### config.mk
export PLATFORM = sky130hd
export DESIGN_NAME = card_dispense_sequencer
export DESIGN_NICKNAME = d
export VERILOG_FILES = /design/src/rtl/core/cds_pkg.sv /design/src/rtl/core/cds_cfg_regs.sv /design/src/rtl/core/cds_seq_step.sv /design/src/rtl/core/card_dispense_sequencer.sv
export SDC_FILE = /design/constraint.sdc
export NUM_CORES = 1
export LEC_CHECK = 0
export BUFFER_PORTS_ARGS = -buffer_cell sky130_fd_sc_hd__buf_2
export CORE_ASPECT_RATIO = 2
export CORE_MARGIN = 2
export CORE_UTILIZATION = 27
export DETAILED_ROUTE_END_ITERATION = 8
export SLEW_MARGIN = 0
export SYNTH_ARGS = -nofsm -noshare
export SYNTH_HDL_FRONTEND = slang
export SYNTH_SLANG_ARGS = --single-unit
### constraint.sdc
create_clock -name clk -period 8.9 [get_ports clk]
set_input_delay 0.89 -clock clk [delete_from_list [all_inputs] [get_ports clk]]
set_output_delay 0.89 -clock clk [all_outputs]
set_load 0.005 [all_outputs]
### src/rtl/core/cds_pkg.sv
`default_nettype none

package cds_pkg;

  // Fixed sequence constants.
  localparam logic [15:0] LDR_SETTLE_TICKS = 16'd10;
  localparam logic [9:0]  GOLD_LIMIT       = 10'd800;

  // Configuration register indexes.
  typedef enum logic [2:0] {
    REG_MAIN_MOTOR_SPEED   = 3'd0,
    REG_PICKER_MOTOR_SPEED = 3'd1,
    REG_MAIN_STOP_DELAY    = 3'd2,
    REG_PICKER_STOP_DELAY  = 3'd3,
    REG_ALT_DEVICE_MODE    = 3'd4,
    REG_TRIGGER_PULSE_LEN  = 3'd5,
    REG_WAIT_TIMEOUT       = 3'd6,
    REG_BEAM_THRESHOLD     = 3'd7
  } cds_reg_t;

  // Reset values of the configuration registers.
  localparam logic [7:0]  RST_MAIN_MOTOR_SPEED   = 8'd255;
  localparam logic [7:0]  RST_PICKER_MOTOR_SPEED = 8'd255;
  localparam logic [15:0] RST_MAIN_STOP_DELAY    = 16'd1000;
  localparam logic [15:0] RST_PICKER_STOP_DELAY  = 16'd1500;
  localparam logic        RST_ALT_DEVICE_MODE    = 1'b0;
  localparam logic [9:0]  RST_TRIGGER_PULSE_LEN  = 10'd10;
  localparam logic [15:0] RST_WAIT_TIMEOUT       = 16'd10000;
  localparam logic [9:0]  RST_BEAM_THRESHOLD     = 10'd100;

  // Reported outcome codes.
  typedef enum logic [2:0] {
    EV_NONE          = 3'd0,
    EV_STARTED       = 3'd1,
    EV_CLEAR_TIMEOUT = 3'd2,
    EV_SUCCESS       = 3'd3,
    EV_CARD_FAULT    = 3'd4,
    EV_BLOCKED_START = 3'd5
  } cds_event_t;

  typedef struct packed {
    logic [7:0]  main_motor_speed;
    logic [7:0]  picker_motor_speed;
    logic [15:0] main_stop_delay;
    logic [15:0] picker_stop_delay;
    logic        alt_device_mode;
    logic [9:0]  trigger_pulse_len;
    logic [15:0] wait_timeout;
    logic [9:0]  beam_threshold;
  } cds_cfg_t;

  // One tick of samples; the last field sits in the lowest bits.
  typedef struct packed {
    logic       pulse_line;
    logic [9:0] ldr_level;
    logic [9:0] ir_dark_level;
    logic [9:0] ir_lit_level;
    logic       start_request;
  } cds_item_t;

  // One result per tick; the last field sits in the lowest bits.
  typedef struct packed {
    cds_event_t event_code;
    logic       gold_card;
    logic       beam_blocked;
    logic       busy_res;
    logic       ldr_lamp_on;
    logic       trigger_out;
    logic [7:0] picker_motor_duty;
    logic [7:0] main_motor_duty;
  } cds_result_t;

endpackage

`default_nettype wire

### src/rtl/core/cds_cfg_regs.sv
`default_nettype none

module cds_cfg_regs
  import cds_pkg::*;
(
  input  wire logic        clk,
  input  wire logic        rst,
  input  wire logic        cfg_valid,
  output logic             cfg_ready,
  input  wire logic [2:0]  cfg_index,
  input  wire logic [15:0] cfg_data,
  output cds_cfg_t         cfg
);

  cds_reg_t index;

  // The register file never stalls a write.
  assign cfg_ready = 1'b1;
  assign index     = cds_reg_t'(cfg_index);

  always_ff @(posedge clk) begin
    if (rst) begin
      cfg.main_motor_speed   <= RST_MAIN_MOTOR_SPEED;
      cfg.picker_motor_speed <= RST_PICKER_MOTOR_SPEED;
      cfg.main_stop_delay    <= RST_MAIN_STOP_DELAY;
      cfg.picker_stop_delay  <= RST_PICKER_STOP_DELAY;
      cfg.alt_device_mode    <= RST_ALT_DEVICE_MODE;
      cfg.trigger_pulse_len  <= RST_TRIGGER_PULSE_LEN;
      cfg.wait_timeout       <= RST_WAIT_TIMEOUT;
      cfg.beam_threshold     <= RST_BEAM_THRESHOLD;
    end else if (cfg_valid && cfg_ready) begin
      case (index)
        REG_MAIN_MOTOR_SPEED:   cfg.main_motor_speed   <= cfg_data[7:0];
        REG_PICKER_MOTOR_SPEED: cfg.picker_motor_speed <= cfg_data[7:0];
        REG_MAIN_STOP_DELAY:    cfg.main_stop_delay    <= cfg_data;
        REG_PICKER_STOP_DELAY:  cfg.picker_stop_delay  <= cfg_data;
        REG_ALT_DEVICE_MODE:    cfg.alt_device_mode    <= cfg_data[0];
        REG_TRIGGER_PULSE_LEN:  cfg.trigger_pulse_len  <= cfg_data[9:0];
        REG_WAIT_TIMEOUT:       cfg.wait_timeout       <= cfg_data;
        REG_BEAM_THRESHOLD:     cfg.beam_threshold     <= cfg_data[9:0];
        default: ;
      endcase
    end
  end

endmodule

`default_nettype wire

### src/rtl/core/cds_seq_step.sv
`default_nettype none

module cds_seq_step
  import cds_pkg::*;
(
  input  wire logic      clk,
  input  wire logic      rst,
  input  wire logic      step,
  input  wire cds_item_t item,
  input  wire cds_cfg_t  cfg,
  output cds_result_t    res
);

  typedef enum logic [8:0] {
    PH_IDLE           = 9'b000000001,
    PH_SETTLE         = 9'b000000010,
    PH_WAIT_CLEAR     = 9'b000000100,
    PH_WAIT_BLOCK     = 9'b000001000,
    PH_HOLD_PICKER    = 9'b000010000,
    PH_WAIT_CLEAR_END = 9'b000100000,
    PH_HOLD_MAIN      = 9'b001000000,
    PH_TRIGGER        = 9'b010000000,
    PH_WAIT_PULSE     = 9'b100000000
  } cds_phase_t;

  cds_phase_t  phase, phase_next;
  logic [15:0] tick_timer, tick_timer_next;
  logic        last_pulse_level, last_pulse_level_next;

  logic [15:0] inc;
  logic        timed;
  logic        blocked;
  logic [9:0]  plen;
  logic        main_on, pick_on;
  logic        trig, lamp, gold;
  cds_event_t  ev;

  assign inc     = tick_timer + 16'd1;
  assign timed   = (inc >= cfg.wait_timeout) || (inc == 16'd0);
  assign blocked = {1'b0, item.ir_dark_level} <
                   ({1'b0, item.ir_lit_level} + {1'b0, cfg.beam_threshold});
  // A pulse length of zero behaves as one tick.
  assign plen    = (cfg.trigger_pulse_len == 10'd0) ? 10'd1 : cfg.trigger_pulse_len;

  always_comb begin
    phase_next            = phase;
    tick_timer_next       = tick_timer;
    last_pulse_level_next = last_pulse_level;
    trig                  = 1'b0;
    lamp                  = 1'b0;
    gold                  = 1'b0;
    ev                    = EV_NONE;
    case (phase)
      PH_SETTLE: begin
        lamp            = 1'b1;
        tick_timer_next = inc;
        if (inc >= LDR_SETTLE_TICKS) begin
          gold            = item.ldr_level < GOLD_LIMIT;
          phase_next      = PH_WAIT_CLEAR;
          tick_timer_next = 16'd0;
        end
      end
      PH_WAIT_CLEAR: begin
        if (!blocked) begin
          phase_next      = PH_WAIT_BLOCK;
          tick_timer_next = 16'd0;
        end else begin
          tick_timer_next = inc;
          if (timed) begin
            phase_next = PH_IDLE;
            ev         = EV_CLEAR_TIMEOUT;
          end
        end
      end
      PH_WAIT_BLOCK: begin
        if (blocked) begin
          tick_timer_next = 16'd0;
          phase_next      = (cfg.picker_stop_delay == 16'd0) ? PH_WAIT_CLEAR_END
                                                              : PH_HOLD_PICKER;
        end else begin
          tick_timer_next = inc;
          if (timed) begin
            phase_next = PH_IDLE;
            ev         = EV_CARD_FAULT;
          end
        end
      end
      PH_HOLD_PICKER: begin
        tick_timer_next = inc;
        if (inc >= cfg.picker_stop_delay) begin
          phase_next      = PH_WAIT_CLEAR_END;
          tick_timer_next = 16'd0;
        end
      end
      PH_WAIT_CLEAR_END: begin
        if (!blocked) begin
          tick_timer_next = 16'd0;
          if (cfg.main_stop_delay == 16'd0) begin
            phase_next = PH_IDLE;
            ev         = EV_SUCCESS;
          end else begin
            phase_next = PH_HOLD_MAIN;
          end
        end else begin
          tick_timer_next = inc;
          if (timed) begin
            phase_next = PH_IDLE;
            ev         = EV_CARD_FAULT;
          end
        end
      end
      PH_HOLD_MAIN: begin
        tick_timer_next = inc;
        if (inc >= cfg.main_stop_delay) begin
          phase_next = PH_IDLE;
          ev         = EV_SUCCESS;
        end
      end
      PH_TRIGGER: begin
        tick_timer_next = inc;
        if (inc >= {6'd0, plen}) begin
          phase_next            = PH_WAIT_PULSE;
          tick_timer_next       = 16'd0;
          last_pulse_level_next = item.pulse_line;
        end else begin
          trig = 1'b1;
        end
      end
      PH_WAIT_PULSE: begin
        if (!last_pulse_level && item.pulse_line) begin
          phase_next = PH_IDLE;
          ev         = EV_SUCCESS;
        end else begin
          last_pulse_level_next = item.pulse_line;
          tick_timer_next       = inc;
          if (timed) begin
            phase_next = PH_IDLE;
            ev         = EV_CARD_FAULT;
          end
        end
      end
      default: begin
        // Idle, and any code that is not a phase, waits for a start.
        phase_next      = PH_IDLE;
        tick_timer_next = 16'd0;
        if (item.start_request) begin
          if (cfg.alt_device_mode) begin
            phase_next = PH_TRIGGER;
            trig       = 1'b1;
          end else if (blocked) begin
            ev = EV_BLOCKED_START;
          end else begin
            phase_next = PH_SETTLE;
            lamp       = 1'b1;
            ev         = EV_STARTED;
          end
        end
      end
    endcase
  end

  // Motor enables follow the phase that this tick leaves behind.
  assign main_on = (phase_next == PH_SETTLE) || (phase_next == PH_WAIT_CLEAR) ||
                   (phase_next == PH_WAIT_BLOCK) || (phase_next == PH_HOLD_PICKER) ||
                   (phase_next == PH_WAIT_CLEAR_END) || (phase_next == PH_HOLD_MAIN);
  assign pick_on = (phase_next == PH_SETTLE) || (phase_next == PH_WAIT_CLEAR) ||
                   (phase_next == PH_WAIT_BLOCK) || (phase_next == PH_HOLD_PICKER);

  always_comb begin
    res.main_motor_duty   = main_on ? cfg.main_motor_speed : 8'd0;
    res.picker_motor_duty = pick_on ? cfg.picker_motor_speed : 8'd0;
    res.trigger_out       = trig;
    res.ldr_lamp_on       = lamp;
    res.busy_res          = phase_next != PH_IDLE;
    res.beam_blocked      = blocked;
    res.gold_card         = gold;
    res.event_code        = ev;
  end

  always_ff @(posedge clk) begin
    if (rst) begin
      phase            <= PH_IDLE;
      tick_timer       <= 16'd0;
      last_pulse_level <= 1'b0;
    end else if (step) begin
      phase            <= phase_next;
      tick_timer       <= tick_timer_next;
      last_pulse_level <= last_pulse_level_next;
    end
  end

endmodule

`default_nettype wire

### src/rtl/core/card_dispense_sequencer.sv
`default_nettype none

// Card dispense sequencer. Each request on the s_ stream is one millisecond
// tick of sensor samples plus a start flag, and each one produces exactly one
// result request on the m_ stream carrying the motor duties, the trigger and
// lamp levels, the busy flag, the beam and gold-card flags and an event code.
// In motor mode a start runs both motors and lights the light-sensor lamp on
// the start tick and ten settling ticks, the last of which classifies the
// card. It then follows the IR beam through clear, blocked and clear again
// with a timeout on each wait, and stops the picker and then the main motor
// after their programmed delays. In device mode a start raises the trigger
// for the programmed pulse length and then waits for a rising edge on the
// pulse line. A tick passes through an input register, then one pass of
// combinational sequencing logic updates the phase, the 16-bit tick timer and
// the last pulse level and loads the output register. The block takes one
// tick per clock cycle unless m_tready stalls; a result enters the output
// register when its tick leaves the input register, which holds it while
// the output register is full and not emptied. The only stalls come from
// m_tready. Configuration registers are written through the cfg_ port, which
// is always ready, and must only be written while no tick is in flight. Motor
// duties follow the live speed registers, while the mode is sampled at start.

module card_dispense_sequencer
  import cds_pkg::*;
(
  input  wire logic        clk,
  input  wire logic        rst,
  // Sample stream.
  input  wire logic        s_tvalid,
  output logic             s_tready,
  // s_tdata, from bit 0: start_request, ir_lit_level[9:0], ir_dark_level[9:0],
  // ldr_level[9:0], pulse_line.
  input  wire logic [31:0] s_tdata,
  // Result stream.
  output logic             m_tvalid,
  input  wire logic        m_tready,
  // m_tdata, from bit 0: main_motor_duty[7:0], picker_motor_duty[7:0],
  // trigger_out, ldr_lamp_on, busy_res, beam_blocked, gold_card, event_code[2:0].
  output logic [23:0]      m_tdata,
  // Configuration write channel.
  input  wire logic        cfg_valid,
  output logic             cfg_ready,
  input  wire logic [2:0]  cfg_index,
  input  wire logic [15:0] cfg_data
);

  cds_cfg_t    cfg;
  logic        in_valid;
  cds_item_t   in_item;
  logic        step;
  cds_result_t step_res;
  cds_result_t out_res;

  cds_cfg_regs u_cfg_regs (
    .clk       (clk),
    .rst       (rst),
    .cfg_valid (cfg_valid),
    .cfg_ready (cfg_ready),
    .cfg_index (cfg_index),
    .cfg_data  (cfg_data),
    .cfg       (cfg)
  );

  // The held tick moves on whenever the output register is free or being
  // emptied in this cycle, and the input register refills in the same cycle.
  assign step     = in_valid && (!m_tvalid || m_tready);
  assign s_tready = !in_valid || step;

  always_ff @(posedge clk) begin
    if (rst) begin
      in_valid <= 1'b0;
    end else if (s_tvalid && s_tready) begin
      in_valid <= 1'b1;
    end else if (step) begin
      in_valid <= 1'b0;
    end
  end

  always_ff @(posedge clk) begin
    if (s_tvalid && s_tready) begin
      in_item <= cds_item_t'(s_tdata);
    end
  end

  cds_seq_step u_seq_step (
    .clk  (clk),
    .rst  (rst),
    .step (step),
    .item (in_item),
    .cfg  (cfg),
    .res  (step_res)
  );

  always_ff @(posedge clk) begin
    if (rst) begin
      m_tvalid <= 1'b0;
    end else if (step) begin
      m_tvalid <= 1'b1;
    end else if (m_tready) begin
      m_tvalid <= 1'b0;
    end
  end

  always_ff @(posedge clk) begin
    if (step) begin
      out_res <= step_res;
    end
  end

  assign m_tdata = out_res;

`ifndef SYNTHESIS
  // Reset empties both the input and the output register.
  assert property (@(posedge clk) rst |=> (!m_tvalid && !in_valid))
    else $error("pipeline not empty after reset");

  // A refused start leaves the block idle with both motors stopped.
  assert property (@(posedge clk) disable iff (rst)
    (m_tvalid && out_res.event_code == EV_BLOCKED_START) |->
      (!out_res.busy_res && out_res.main_motor_duty == 8'd0 &&
       out_res.picker_motor_duty == 8'd0))
    else $error("blocked start left the sequence running");

  // The device trigger and the motors never run on the same tick.
  assert property (@(posedge clk) disable iff (rst)
    (m_tvalid && out_res.trigger_out) |->
      (out_res.main_motor_duty == 8'd0 && out_res.picker_motor_duty == 8'd0))
    else $error("trigger raised while a motor runs");

  // The card is classified only while the lamp is lit.
  assert property (@(posedge clk) disable iff (rst)
    (m_tvalid && out_res.gold_card) |-> out_res.ldr_lamp_on)
    else $error("gold card flagged with the lamp off");
`endif

endmodule

`default_nettype wire
Word-level counts from Yosys, hierarchy flattened
Cells that the tools add are included. Widths: inputs -> output; s select.

Output and inout port bits: 27. Logic and storage cells: 146. Register bits after elaboration: 169. Input bits: 56.

Order comparisons: 7. Mux-type cells: 50. Add/sub/neg operators: 2. Equality and inequality tests: 24. Reductions and logical operators: 37.

Operator list (count): $pmux 16 s7 (1); $mux 9 (11); $mux 16 (6); $pmux 9 s8 (1); $ge 16x16->1 (3); $logic_not 16->1 (3); $mux 3 (8); $reduce_and 2->1 (10); $eq 9x2->1 const B (2); $eq 9x3->1 const B (2); $eq 9x4->1 const B (2); $eq 9x5->1 const B (2); $eq 9x6->1 const B (2); $eq 9x7->1 const B (2); $pmux 3 s6 (1); $add 16x1->16 const B (1); $ge 16x10->1 (1); $ge 16x4->1 const B (1); $reduce_or 7->1 (2); $eq 3x3->1 const B (4); $mux 1 (12); $add 10x10->11 (1); $lt 10x11->1 (1); $logic_not 10->1 (1); other kinds (21) (40).

Longest topological paths before layout
Depth in word-level cells: 12. Mapped depth: 20. Mapped depth without buffers: 18.

Cells and area by module
A second synthesis with hierarchy kept.

Cells, all modules: 994. Area total of the unflattened synthesis: 9644.2 um^2.

By module, submodules not included: cds_seq_step (area each 4464.3 um^2, sequential area each 520.5 um^2, instances 1, cells an instance 606); cds_cfg_regs (area each 3394.5 um^2, sequential area each 1701.6 um^2, instances 1, cells an instance 322); card_dispense_sequencer (area each 1785.5 um^2, sequential area each 1721.7 um^2, instances 1, cells an instance 66).

Worst setup path before layout
No wires, ideal clock.

Kind: reg2reg. Start point: reg in_item[2] (netlist bit). End point: reg out_res (netlist bit m_tdata[0]), data pin. Arrival: 3.880 ns. Clock period less this slack: 4.156 ns. Buffers on the path: 2. Library setup time: 0.276 ns. Data required time: 8.624 ns. Stages on the path, launching flop included: 20. Slack: 4.744 ns. Cells stage by stage: edfxtp_1 -> ha_1 -> a21o_1 -> a21oi_1 -> o21bai_1 -> a21oi_1 -> o21bai_1 -> a21oi_1 -> o2111a_1 -> a311oi_1 -> ha_1 -> nand4b_1 -> o32ai_1 -> o21a_1 -> and2_1 -> clkbuf_1 -> o31ai_1 -> a2111oi_4 -> buf_6 -> a31oi_1.

Longest elaborated chain between the ends: 12. Elaborated cells between the ends (all ways): 20. Those cells by class: add/sub: 1; order compare: 1; eq/ne: 6; mux: 7; reduce/logical: 5.

Ends and longest elaborated chain: start, declared (line card_dispense_sequencer.sv:49) `cds_item_t in_item;`; start signal, assigned (line card_dispense_sequencer.sv:81) `in_item <= cds_item_t'(s_tdata);`; $add 10x10->11 * (line cds_seq_step.sv:41) `({1'b0, item.ir_lit_level} + {1'b0, cfg.beam_threshold});`; $lt 10x11->1 * (line cds_seq_step.sv:40) `assign blocked = {1'b0, item.ir_dark_level} <`; $mux 2 (line cds_seq_step.sv:150) `end else if (blocked) begin`; $mux 9 (line cds_seq_step.sv:147) `if (cfg.alt_device_mode) begin`; $mux 9 (line cds_seq_step.sv:146) `if (item.start_request) begin`; $pmux 9 s8 * (line cds_seq_step.sv:53) `case (phase)`; $eq 9x2->1 / $eq 9x3->1 (equally long branches) (line cds_seq_step.sv:163) `assign main_on = (phase_next == PH_SETTLE) || (phase_next == PH_WAIT_CLEAR) ||`; $logic_or 1x1->1 (2 in series) (line cds_seq_step.sv:163); $logic_or 1x1->1 (2 in series) (line cds_seq_step.sv:164) `(phase_next == PH_WAIT_BLOCK) || (phase_next == PH_HOLD_PICKER) ||`; $logic_or 1x1->1 * (line cds_seq_step.sv:165) `(phase_next == PH_WAIT_CLEAR_END) || (phase_next == PH_HOLD_MAIN);`; end signal, assigned (line card_dispense_sequencer.sv:106) `out_res <= step_res;`; end, declared (line card_dispense_sequencer.sv:52) `cds_result_t out_res;`.

Every way passes the cells marked *; elsewhere a longest branch is shown, timed or not. A chain may end at the register's enable or synchronous reset.

==> results.sh <==
export IMPL_power_frac_comb_pct=10.2
export IMPL_h_tree_depth=4
export IMPL_timing_hold_ws_ns=0.458
export IMPL_clockRootBuffer="clkbuf_16"
export IMPL_drc_errors=0
export IMPL_synthesis_area_um2=8960
export IMPL_p_leak_nw=4.27
export IMPL_drive_gt1_share_pct=11.8
export IMPL_die_h_um=262
export IMPL_cts_setup_buffers=0
export IMPL_synth_avg_cell_area_um2=8.82
export IMPL_finalNonFillerCells=1516
export IMPL_ys_types=71
export IMPL_clkPwrFrac_pct=43.1
export IMPL_p_per_area_nw_per_um2=170
export IMPL_place_gp_congestion=0.916
export IMPL_ctsResizeCount=0
export IMPL_tightest_slew_ns=1.09
export IMPL_area_growth_pct=15.4
export IMPL_synth_nets=1150
export IMPL_dr_total_vias=7398
export IMPL_start_util_pct=27.3
export IMPL_yosysWarnings=0
export IMPL_diodes=0
export IMPL_skew_ns=0.00984
export IMPL_io_pins=83
export IMPL_drtIter0Drc=330
export IMPL_antenna_found_initial=0
export IMPL_final_nets=1205
export IMPL_die_area_um2=34800
export IMPL_port_buffers=76
export IMPL_grt_overflow=0
export IMPL_grt_total_usage_pct=15.1
export IMPL_ys_async_sr_fraction_pct=0
export IMPL_ctsHoldBuffers=0
export IMPL_dp_cells=1484
export IMPL_cts_sinks=164
export IMPL_crit_type="flop to flop"
export IMPL_synth_seq_area_share_pct=42.3
export IMPL_intPower_mw=1.29
export IMPL_detail_route_vias_per_cell=4.88
export IMPL_yosys_most_used_dff="dfxtp_1"
export IMPL_crit_required_ns=9.09
export IMPL_cp_end_kind="flop"
export IMPL_min_path_type="flop to flop"
export IMPL_ys_ff_latch=164
export IMPL_grt_max_degree=98
export IMPL_slowest_delay_ns=0.70
export IMPL_clock_latency_ns=0.44
export IMPL_crit_arrival_ns=5.39
export IMPL_fin_crit_ns=5.19
export IMPL_synth_cells=1016
export IMPL_fillers=3417
export IMPL_finalHoldViolations=0
export IMPL_hpwlAfterDp_um=20100
export IMPL_vdd_ir_drop_max_uv=127
export IMPL_numCtsBuffers=17
export IMPL_finalSetupTns_ns=0
export IMPL_clk_pin_slew_ns=0.07
export IMPL_core_um2=32800
export IMPL_layout_commonest_cell="nand2_1"
export IMPL_synth_edff_count=51
export IMPL_path_cells="ha_1 > a21o_1 > a21oi_1 > o21bai_1 > a21oi_1 > o21bai_1 > a21oi_1 > nor2_1 > a311oi_1 > ha_1 > a21oi_1 > o32ai_1 > o21a_1 > and2_1 > inv_1 > o32ai_1 > a2111oi_4 > and2b_1"
export IMPL_wirelength_um=25900
export IMPL_final_max_slew_violation_count=0
export IMPL_rsz0062_at_grt="false"
export IMPL_cts_tree="built"
export IMPL_critPathBufInv=1
export IMPL_start_kind="flop"
export IMPL_fmax_ghz=0.193
export IMPL_sequentialPowerShare_pct=46.7
export IMPL_relSlewSlack_pct=27.7
export IMPL_critPathTopFamily="compound AO/OA/AOI/OAI gates"
export IMPL_row_count=94
export IMPL_die_x_um=133
export IMPL_path_common_cell="a21oi_1"
export IMPL_grt_pass1_vias=7299
export IMPL_slowest_stage="a2111oi_4"
export IMPL_finalSetupViolations=0
export IMPL_switching_power_mw=0.460
export IMPL_post_drt_wl_per_cell_um=17.1
export IMPL_maxCapViolCount=0
export IMPL_grt_pass1_wl_um=39800
export IMPL_cts_path_max_buffers=2
export IMPL_first_pass_iters=5
export IMPL_outcome="complete, no violations"
export IMPL_fin_crit_sh_pct=58.4
export IMPL_power_mw=1.75
export IMPL_ant_nets=0
export IMPL_sw_frac_of_total_pct=26.2
export IMPL_timing_reg2reg_setup_slack_ns=3.71
export IMPL_layout_common_cells="142 x nand2_1, 113 x dfxtp_1, 91 x inv_1"
export IMPL_cp_max_fo=16
[layer usage]
| layer | vias up | track usage, % | part of all wire (%) |
|---|---|---|---|
| met3 | 66 | 2.28 | 2.9 |
| met4 | 0 | 10.3 | 5.8 |
| li1 | 3709 | - | - |
| met1 | 3434 | 13.8 | 35 |
| met2 | 189 | 30.1 | 56 |
| met5 | - | 0 | 0 |
[worst paths after layout]
check                           from  cells after the start            endpoint
setup / recovery          in_item[2]                     18          m_tdata[8]
hold / removal    u_cfg_regs.cfg[13]                      2  u_cfg_regs.cfg[13]
setup reg to reg          in_item[2]                     18          m_tdata[8]
hold reg to reg   u_cfg_regs.cfg[13]                      2  u_cfg_regs.cfg[13]
[synth_stat cells (all sizes together) (3+ instances only)]
cell type    n  area [um^2]
a211oi      15          113
xor2         7         61.3
clkbuf      40          151
edfxtp      51         1530
a211o       35          307
or2          4         25.0
o211ai       5         37.5
and4         4         35.0
nand3       25          125
o21bai       3         22.5
ha          77          963
o2111ai      4         35.0
nor2        72          278
nand4b       5         50.0
inv         91          342
o22ai        3         18.8
xnor2       21          184
o31ai        6         50.1
a2111oi      3         46.3
nand2b       8         50.1
nand2      142          533
and2         6         40.0
nor2b       19          119
nand3b       6         45.0
nand4       13         81.3
nor3        25          125
dfxtp      113         2260
buf          8         46.3
o32ai        3         26.3
or3          4         25.0
o21ai       34          170
a31oi       16          100
a21oi       73          365
o21a         5         37.5
and2b        6         45.0
mux2i        3         30.0
nor4        14         87.6
and3         4         25.0
a21o        18          135
[per-stage QoR]
stage / setup WS, ns / util [%] / area [um^2]
finish: 3.71 / 31.5 / 10300
global route: 3.34 / 31.5 / 10300
CTS: 3.70 / 31.5 / 10300
detailed placement: 3.77 / 29.7 / 9750
global placement: 3.83 / 29.7 / 9750
floorplan: 4.74 / - / 8960
[cell families after synthesis]
group / count (synthesis) / share of synthesized area, %
other: 1 / 0.0418
multiplexers: 3 / 0.335
buffers and inverters: 139 / 6.02
AND/OR/NAND/NOR: 363 / 19.4
flip-flops: 164 / 42.3
AO/OA/AOI/OAI: 240 / 18.2
XOR/XNOR: 28 / 2.74
adder cells (fa/ha/maj): 78 / 11.0
[area by class of cell]
type                            count  area (um^2)  share of cell area [%]
Timing Repair Buffer               84          443                    4.28
Clock inverter                     14          165                    1.60
Tap cell                          432          541                    5.22
Clock buffer                       18          429                    4.15
Sequential cell                   164         3790                    36.7
Inverter                           91          342                    3.30
Multi-Input combinational cell    713         4630                    44.8
[sequential cells by signal, summed over array words and instances, names as in the netlist]
signal                       cells
in_item                         27
in_valid                         1
m_tdata                         24
m_tvalid                         1
u_cfg_regs.cfg                  85
u_seq_step.last_pulse_level      1
u_seq_step.phase                 9
u_seq_step.tick_timer           16
[worst reg2reg max path, cell delays in order, from the launching register on]
cell and delay (ns):
edfxtp_1 0.42, ha_1 0.29, a21o_1 0.18, a21oi_1 0.26
o21bai_1 0.10, a21oi_1 0.24, o21bai_1 0.09, a21oi_1 0.36
nor2_1 0.08, a311oi_1 0.39, ha_1 0.32, a21oi_1 0.15
o32ai_1 0.11, o21a_1 0.28, and2_1 0.30, inv_1 0.24
o32ai_1 0.21, a2111oi_4 0.70, and2b_1 0.27
[power groups by stage]
stage	registers (mW)	logic [mW]	clock network [mW]
5_1_grt	0.822	0.198	0.808
3_5_place_dp	0.836	0.179	0
6_report	0.819	0.180	0.756
4_1_cts	0.819	0.180	0.776
3_3_place_gp	0.836	0.176	0
2_1_floorplan	0.832	0.117	0
Note: power is estimated with default switching activity, not from simulation.
